File: src/rtl/sitpd_pkg.sv
// ----------------------------------------------------------------------------
// sitpd_pkg
// Shared constants for the signed integer to padded decimal text converter.
// ----------------------------------------------------------------------------
`default_nettype none

package sitpd_pkg;

  // Fixed sizes of the number and of the field
  localparam int VALUE_BITS = 32;
  localparam int MAX_WIDTH  = 64;
  localparam int MINW_BITS  = 7;

  // Decimal digits that hold the magnitude 2**(VALUE_BITS-1); may overshoot by one
  localparam int NDIG  = ((VALUE_BITS - 1) * 302) / 1000 + 1;
  localparam int BCD_W = NDIG * 4;
  localparam int DIG_W = $clog2(NDIG + 1);
  localparam int CNT_W = ($clog2(MAX_WIDTH + 1) > MINW_BITS) ?
                         $clog2(MAX_WIDTH + 1) : MINW_BITS;
  localparam int BIT_W = $clog2(VALUE_BITS);

  // ASCII codes
  localparam logic [7:0] CH_ZERO  = 8'h30;
  localparam logic [7:0] CH_MINUS = 8'h2D;
  localparam logic [7:0] CH_SPACE = 8'h20;

  typedef logic [BCD_W-1:0]      bcd_t;
  typedef logic [VALUE_BITS-1:0] mag_t;
  typedef logic [CNT_W-1:0]      cnt_t;

endpackage

`default_nettype wire

File: src/rtl/signed_int_to_padded_decimal.sv
// ----------------------------------------------------------------------------
// signed_int_to_padded_decimal
// Converts a signed integer to right-aligned decimal ASCII text, one
// character per output transaction, padded with spaces to a minimum width.
// ----------------------------------------------------------------------------
// Channel  Direction  Handshake           Payload
// in       input      in_valid/in_stall   in_value[31:0], in_min_width[6:0]
// out      output     out_valid/out_stall out_ch[7:0], out_last
//
// Each transaction: an accept step, VALUE_BITS (32) shift-and-add-3 steps,
// then 0 to NDIG-1 (9) leading-zero shifts and a step that sets the
// padding, then one character per cycle while out_stall is low, in all
// max(min_width saturated to MAX_WIDTH, text length) characters. The shared
// BCD shift unit sets the conversion time, the output port the emission time.
// Reset is synchronous; in_stall is high whenever a value is in progress.
// out_stall only holds the output register and delays the next character.
// ----------------------------------------------------------------------------
`default_nettype none

module signed_int_to_padded_decimal
  import sitpd_pkg::*;
(
  input  wire logic                         clk,
  input  wire logic                         rst_n,
  input  wire logic                         in_valid,
  output logic                              in_stall,
  input  wire logic signed [VALUE_BITS-1:0] in_value,
  input  wire logic        [MINW_BITS-1:0]  in_min_width,
  output logic                              out_valid,
  input  wire logic                         out_stall,
  output logic             [7:0]            out_ch,
  output logic                              out_last
);

  localparam logic [2:0] ST_IDLE  = 3'd0;
  localparam logic [2:0] ST_CONV  = 3'd1;
  localparam logic [2:0] ST_NORM  = 3'd2;
  localparam logic [2:0] ST_PAD   = 3'd3;
  localparam logic [2:0] ST_SIGN  = 3'd4;
  localparam logic [2:0] ST_DIGIT = 3'd5;

  logic [2:0]       state_r, state_nxt;
  mag_t             mag_r, mag_nxt;
  bcd_t             bcd_r, bcd_nxt;
  logic             neg_r, neg_nxt;
  cnt_t             width_r, width_nxt;
  cnt_t             pad_r, pad_nxt;
  logic [DIG_W-1:0] ndig_r, ndig_nxt;
  logic [BIT_W-1:0] bit_r, bit_nxt;
  logic             out_valid_r, out_valid_nxt;
  logic [7:0]       out_ch_r, out_ch_nxt;
  logic             out_last_r, out_last_nxt;

  logic             slot_free;
  bcd_t             bcd_adj;
  logic [3:0]       top_dig;
  cnt_t             text_len;
  cnt_t             pad_calc;
  cnt_t             width_in;

  // Add 3 to every digit of 5 or more ahead of the shift
  function automatic bcd_t add3(input bcd_t b);
    bcd_t r;
    r = b;
    for (int i = 0; i < NDIG; i++) begin
      if (r[i*4 +: 4] >= 4'd5) begin
        r[i*4 +: 4] = r[i*4 +: 4] + 4'd3;
      end
    end
    return r;
  endfunction

  assign slot_free = !out_valid_r || !out_stall;
  assign bcd_adj   = add3(bcd_r);
  assign top_dig   = bcd_r[BCD_W-1 -: 4];
  assign text_len  = CNT_W'(ndig_r) + CNT_W'(neg_r);
  assign pad_calc  = (width_r > text_len) ? (width_r - text_len) : '0;
  assign width_in  = (CNT_W'(in_min_width) > CNT_W'(MAX_WIDTH)) ?
                     CNT_W'(MAX_WIDTH) : CNT_W'(in_min_width);

  always_comb begin
    state_nxt     = state_r;
    mag_nxt       = mag_r;
    bcd_nxt       = bcd_r;
    neg_nxt       = neg_r;
    width_nxt     = width_r;
    pad_nxt       = pad_r;
    ndig_nxt      = ndig_r;
    bit_nxt       = bit_r;
    out_valid_nxt = out_valid_r && out_stall;
    out_ch_nxt    = out_ch_r;
    out_last_nxt  = out_last_r;

    unique case (state_r)
      ST_IDLE: begin
        if (in_valid) begin
          neg_nxt   = in_value[VALUE_BITS-1];
          mag_nxt   = in_value[VALUE_BITS-1] ? mag_t'(-in_value) : mag_t'(in_value);
          bcd_nxt   = '0;
          width_nxt = width_in;
          ndig_nxt  = DIG_W'(NDIG);
          bit_nxt   = BIT_W'(VALUE_BITS - 1);
          state_nxt = ST_CONV;
        end
      end
      ST_CONV: begin
        bcd_nxt = {bcd_adj[BCD_W-2:0], mag_r[VALUE_BITS-1]};
        mag_nxt = {mag_r[VALUE_BITS-2:0], 1'b0};
        bit_nxt = bit_r - 1'b1;
        if (bit_r == '0) begin
          state_nxt = ST_NORM;
        end
      end
      ST_NORM: begin
        // drop leading zero digits, keep at least one
        if (ndig_r > DIG_W'(1) && top_dig == 4'd0) begin
          bcd_nxt  = {bcd_r[BCD_W-5:0], 4'd0};
          ndig_nxt = ndig_r - 1'b1;
        end else begin
          pad_nxt = pad_calc;
          if (pad_calc != '0) begin
            state_nxt = ST_PAD;
          end else if (neg_r) begin
            state_nxt = ST_SIGN;
          end else begin
            state_nxt = ST_DIGIT;
          end
        end
      end
      ST_PAD: begin
        if (slot_free) begin
          out_valid_nxt = 1'b1;
          out_ch_nxt    = CH_SPACE;
          out_last_nxt  = 1'b0;
          pad_nxt       = pad_r - 1'b1;
          if (pad_r == cnt_t'(1)) begin
            state_nxt = neg_r ? ST_SIGN : ST_DIGIT;
          end
        end
      end
      ST_SIGN: begin
        if (slot_free) begin
          out_valid_nxt = 1'b1;
          out_ch_nxt    = CH_MINUS;
          out_last_nxt  = 1'b0;
          state_nxt     = ST_DIGIT;
        end
      end
      ST_DIGIT: begin
        if (slot_free) begin
          out_valid_nxt = 1'b1;
          out_ch_nxt    = CH_ZERO + {4'd0, top_dig};
          out_last_nxt  = (ndig_r == DIG_W'(1));
          bcd_nxt       = {bcd_r[BCD_W-5:0], 4'd0};
          ndig_nxt      = ndig_r - 1'b1;
          if (ndig_r == DIG_W'(1)) begin
            state_nxt = ST_IDLE;
          end
        end
      end
      default: begin
        state_nxt = ST_IDLE;
      end
    endcase
  end

  always_ff @(posedge clk) begin
    if (!rst_n) begin
      state_r     <= ST_IDLE;
      out_valid_r <= 1'b0;
    end else begin
      state_r     <= state_nxt;
      out_valid_r <= out_valid_nxt;
    end
  end

  always_ff @(posedge clk) begin
    mag_r      <= mag_nxt;
    bcd_r      <= bcd_nxt;
    neg_r      <= neg_nxt;
    width_r    <= width_nxt;
    pad_r      <= pad_nxt;
    ndig_r     <= ndig_nxt;
    bit_r      <= bit_nxt;
    out_ch_r   <= out_ch_nxt;
    out_last_r <= out_last_nxt;
  end

  assign in_stall  = (state_r != ST_IDLE);
  assign out_valid = out_valid_r;
  assign out_ch    = out_ch_r;
  assign out_last  = out_last_r;

endmodule

`default_nettype wire
File: config.mk
export PLATFORM = sky130hd
export DESIGN_NAME = signed_int_to_padded_decimal
export DESIGN_NICKNAME = d
export VERILOG_FILES = /design/src/rtl/sitpd_pkg.sv /design/src/rtl/signed_int_to_padded_decimal.sv
export SDC_FILE = /design/constraint.sdc
export NUM_CORES = 1
export LEC_CHECK = 0
export ABC_CLOCK_PERIOD_IN_PS = 12100
export BUFFER_PORTS_ARGS = -buffer_cell sky130_fd_sc_hd__buf_2
export CAP_MARGIN = 20
export CORE_ASPECT_RATIO = 1.25
export CORE_UTILIZATION = 49
export DETAILED_ROUTE_END_ITERATION = 10
export HOLD_SLACK_MARGIN = 0.12
export PLACE_DENSITY = 0.7
export SYNTH_ARGS = -nofsm -noshare
export SYNTH_HDL_FRONTEND = slang
export SYNTH_SLANG_ARGS = --single-unit
File: constraint.sdc
create_clock -name clk -period 12.1 [get_ports clk]
set_input_delay 2.42 -clock clk [delete_from_list [all_inputs] [get_ports clk]]
set_output_delay 2.42 -clock clk [all_outputs]
set_load 0.005 [all_outputs]
==> impl_results.md <==
* Max Slew Vio Count at 0
* Drt total wl at 12.6 mm
* Post-cts sizing count at 0
* Clock Latency Late Sink at 350 ps
* Layout Skew at 5.67 ps
* Area after DPL at 0.00695 mm²
* Iter 0 DRT Violations at 304
* Fraction of synthesis flops using an asynchronous set or reset pin at 0%
* Final Util at 56.7%
* Crit path max fanout at 5
* Worst R2R Start: ndig_r[1]
* First-pass GRT wire length at 21.5 mm
* Setup Buffers After CTS at 0
* GR Util All Layers at 19.0%
* Final Setup Violations at 0
* Share of the synthesized area in the top cell type at 46.7%
* Vias in the first global route at 4845
* Post-synthesis instance area at 0.00655 mm²
* Synth Area per Inst at 9.81 µm²
* Leakage at 2.73 nW
* Setup TNS at 0 ps
* Fin Hold WS at 522 ps
* Fmax at 220 MHz
* Area growth syn-to-layout at 11.5%
* Grt ovf at 0
* RSZ-0062 raised after global routing: false
* Ys flop type: edfxtp_1
* Hold Path Depth at 1
* Final net count at 782
* EDFF count, synth at 102
* CTS tree: yes
* Maximum VDD drop at 133 µV
* Sequential fraction of the synthesis area at 48.0%
* GP Congestion at 0.811
* Post-route cell area at 0.00731 mm²
* Largest net degree at the start of global routing at 69
* Final Hold Viols at 0
* Status: finished clean
* Die boundary height at 131 µm
* WP data arrival at 4620 ps
* Fin crit period at 4550 ps
* # diodes at 0
* Dpl ws at 7190 ps
* Yosys cell types at 51
* Final worst slack at 7550 ps
* Starting Density at 50.8%
* Cells after Synth at 668
* Critical path class: input pin to flip-flop
* Clock root buffer: clkbuf_16
* Rel. slew slack at 30.4%
* Initial DRT Pass Iterations at 7
* Critical Path RT at 12170 ps
* Detail Route Antenna Nets at 0
* # hold bufs at CTS at 0
* Row cnt at 46
* H-Tree Depth at 3
* Worst Hold End: bcd_r[0]
* Max-cap violations at 0
* Slew @ Worst Pin at 1040 ps
* CTS Buffer Depth at 2
* Final routed DRC violation total at 0
* # clock sinks at 106
* DR vias at 4892
* Wire length per cell at 14.3 µm
* Routed vias/inst at 5.58
* Setup crit end kind: flip-flop
* Seq cells post-synth at 106
* Final HPWL DP at 8.93 mm
* Clock transition at path regs at 70 ps
* Layout cells sized above 1 at 11.8%
* Reg2Reg Depth at 6
* R2R setup slack at 9260 ps
* HP Class: flip-flop to flip-flop
* R2R Path End: pad_r[1]
* Num ports at 54
* Dominant cell type by area after synthesis: edfxtp_1
* I/O Buffers at 50
* Setup crit start kind: input pin
* Pwr per Cell Area at 249 mW/mm²
* Initial antenna violation count at 0
* Core Area at 0.0129 mm²
* Final period util at 37.6%
* Synth area leaders: edfxtp_1, ha_1, o21ai_0
* Worst hold start: mag_r[31]
* Die footprint at 0.0138 mm²
* Chip Width at 105 µm
* Yosys warnings at 0
* CTS buffer count at 9
==> cell type report <==
type / instances / area, µm²
well taps: 168 / 210
inverters: 37 / 139
clock buffers: 9 / 225
fillers: 1138 / 5590
clock inverters: 7 / 103
flip-flops and latches: 106 / 3140
multi-input cells: 495 / 3180
repair buffers: 55 / 308
==> registers in the layout (all words and copies together) (netlist names) <==
signal,flops
bcd_r,40
mag_r,32
pad_r,7
width_r,7
bit_r,5
out_ch,5
ndig_r,4
state_r,3
neg_r,1
out_last,1
out_valid,1
==> metrics by stage <==
stage	std cells	power, mW
floorplan	669	1.31
global placement	860	1.45
detailed placement	860	1.50
CTS	876	1.82
global route	877	1.97
finish	877	1.82
==> kinds of logic (layout without fill, tap and decap cells) <==
kind of cell               count (synthesis)  count (layout)  share of synthesized area, %
AOI/OAI and AO/OA                        185             185                          16.7
xor gates and xnor gates                  58              58                          7.75
adders and majority gates                 35              35                          6.80
buffers and inverters                     68             108                          4.07
DFF                                      106             106                          48.0
muxes                                      5               5                         0.783
other                                      2               3                         0.115
and+or+nand+nor                          209             209                          15.8
==> worst max-delay path: stages <==
cell and delay (ps):
buf_2 120, or4_4 550, or4_4 450, or4b_4 580
o31ai_2 260, xor2_1 170, a21oi_1 80
==> power by group <==
group	leakage (nW)	switching (mW)	internal [mW]
clock network	0.156	0.134	0.183
logic	1.54	0.447	0.289
registers	1.03	0.118	0.645
total	2.73	0.700	1.12
==> metal layers <==
layer / routed length (µm) / share of wire, % / global-route usage [%]
met1: 5640 / 45 / 23.9
met4: 173 / 1.4 / 6.10
met5: 0 / 0 / 0
met3: 507 / 4.0 / 3.62
met2: 6250 / 50 / 32.5
==> how the worst max path moves through the flow <==
| stage | start | end | slack [ps] | depth (start not counted) |
|---|---|---|---|---|
| 2_1_floorplan | in_valid | bit_r[0] | 6490 | 2 |
| 3_3_place_gp | in_value[8] | mag_r[28] | 7220 | 7 |
| 3_5_place_dp | in_value[8] | mag_r[28] | 7190 | 7 |
| 4_1_cts | in_value[8] | mag_r[28] | 7570 | 7 |
| 5_1_grt | in_value[8] | mag_r[22] | 7460 | 7 |
| 6_report | in_value[8] | mag_r[28] | 7550 | 7 |
==> cells in the final DEF (no fill, tap or decap), types with 6 or more instances in the layout <==
master,synthesis,final
edfxtp_1,102,102
nand2_1,81,81
o21ai_0,69,68
a21oi_1,52,52
buf_2,0,50
nor2_1,46,46
inv_1,37,37
xor2_1,34,34
ha_1,34,34
xnor2_1,24,24
o31ai_1,16,16
nor3b_1,14,14
nand2b_1,13,13
nor2b_1,13,13
o21ai_1,10,10
clkbuf_16,0,9
or3_1,8,7
nand3_1,7,7
a31oi_1,7,7
nor3_1,7,6
==> synth_stat cells (13+ instances only) <==
cell type	number
a21oi_1	52
clkbuf_1	27
edfxtp_1	102
ha_1	34
inv_1	37
nand2_1	81
nand2b_1	13
nor2_1	46
nor2b_1	13
nor3b_1	14
o21ai_0	69
o31ai_1	16
xnor2_1	24
xor2_1	34
Note: power is estimated with default switching activity, not from simulation.
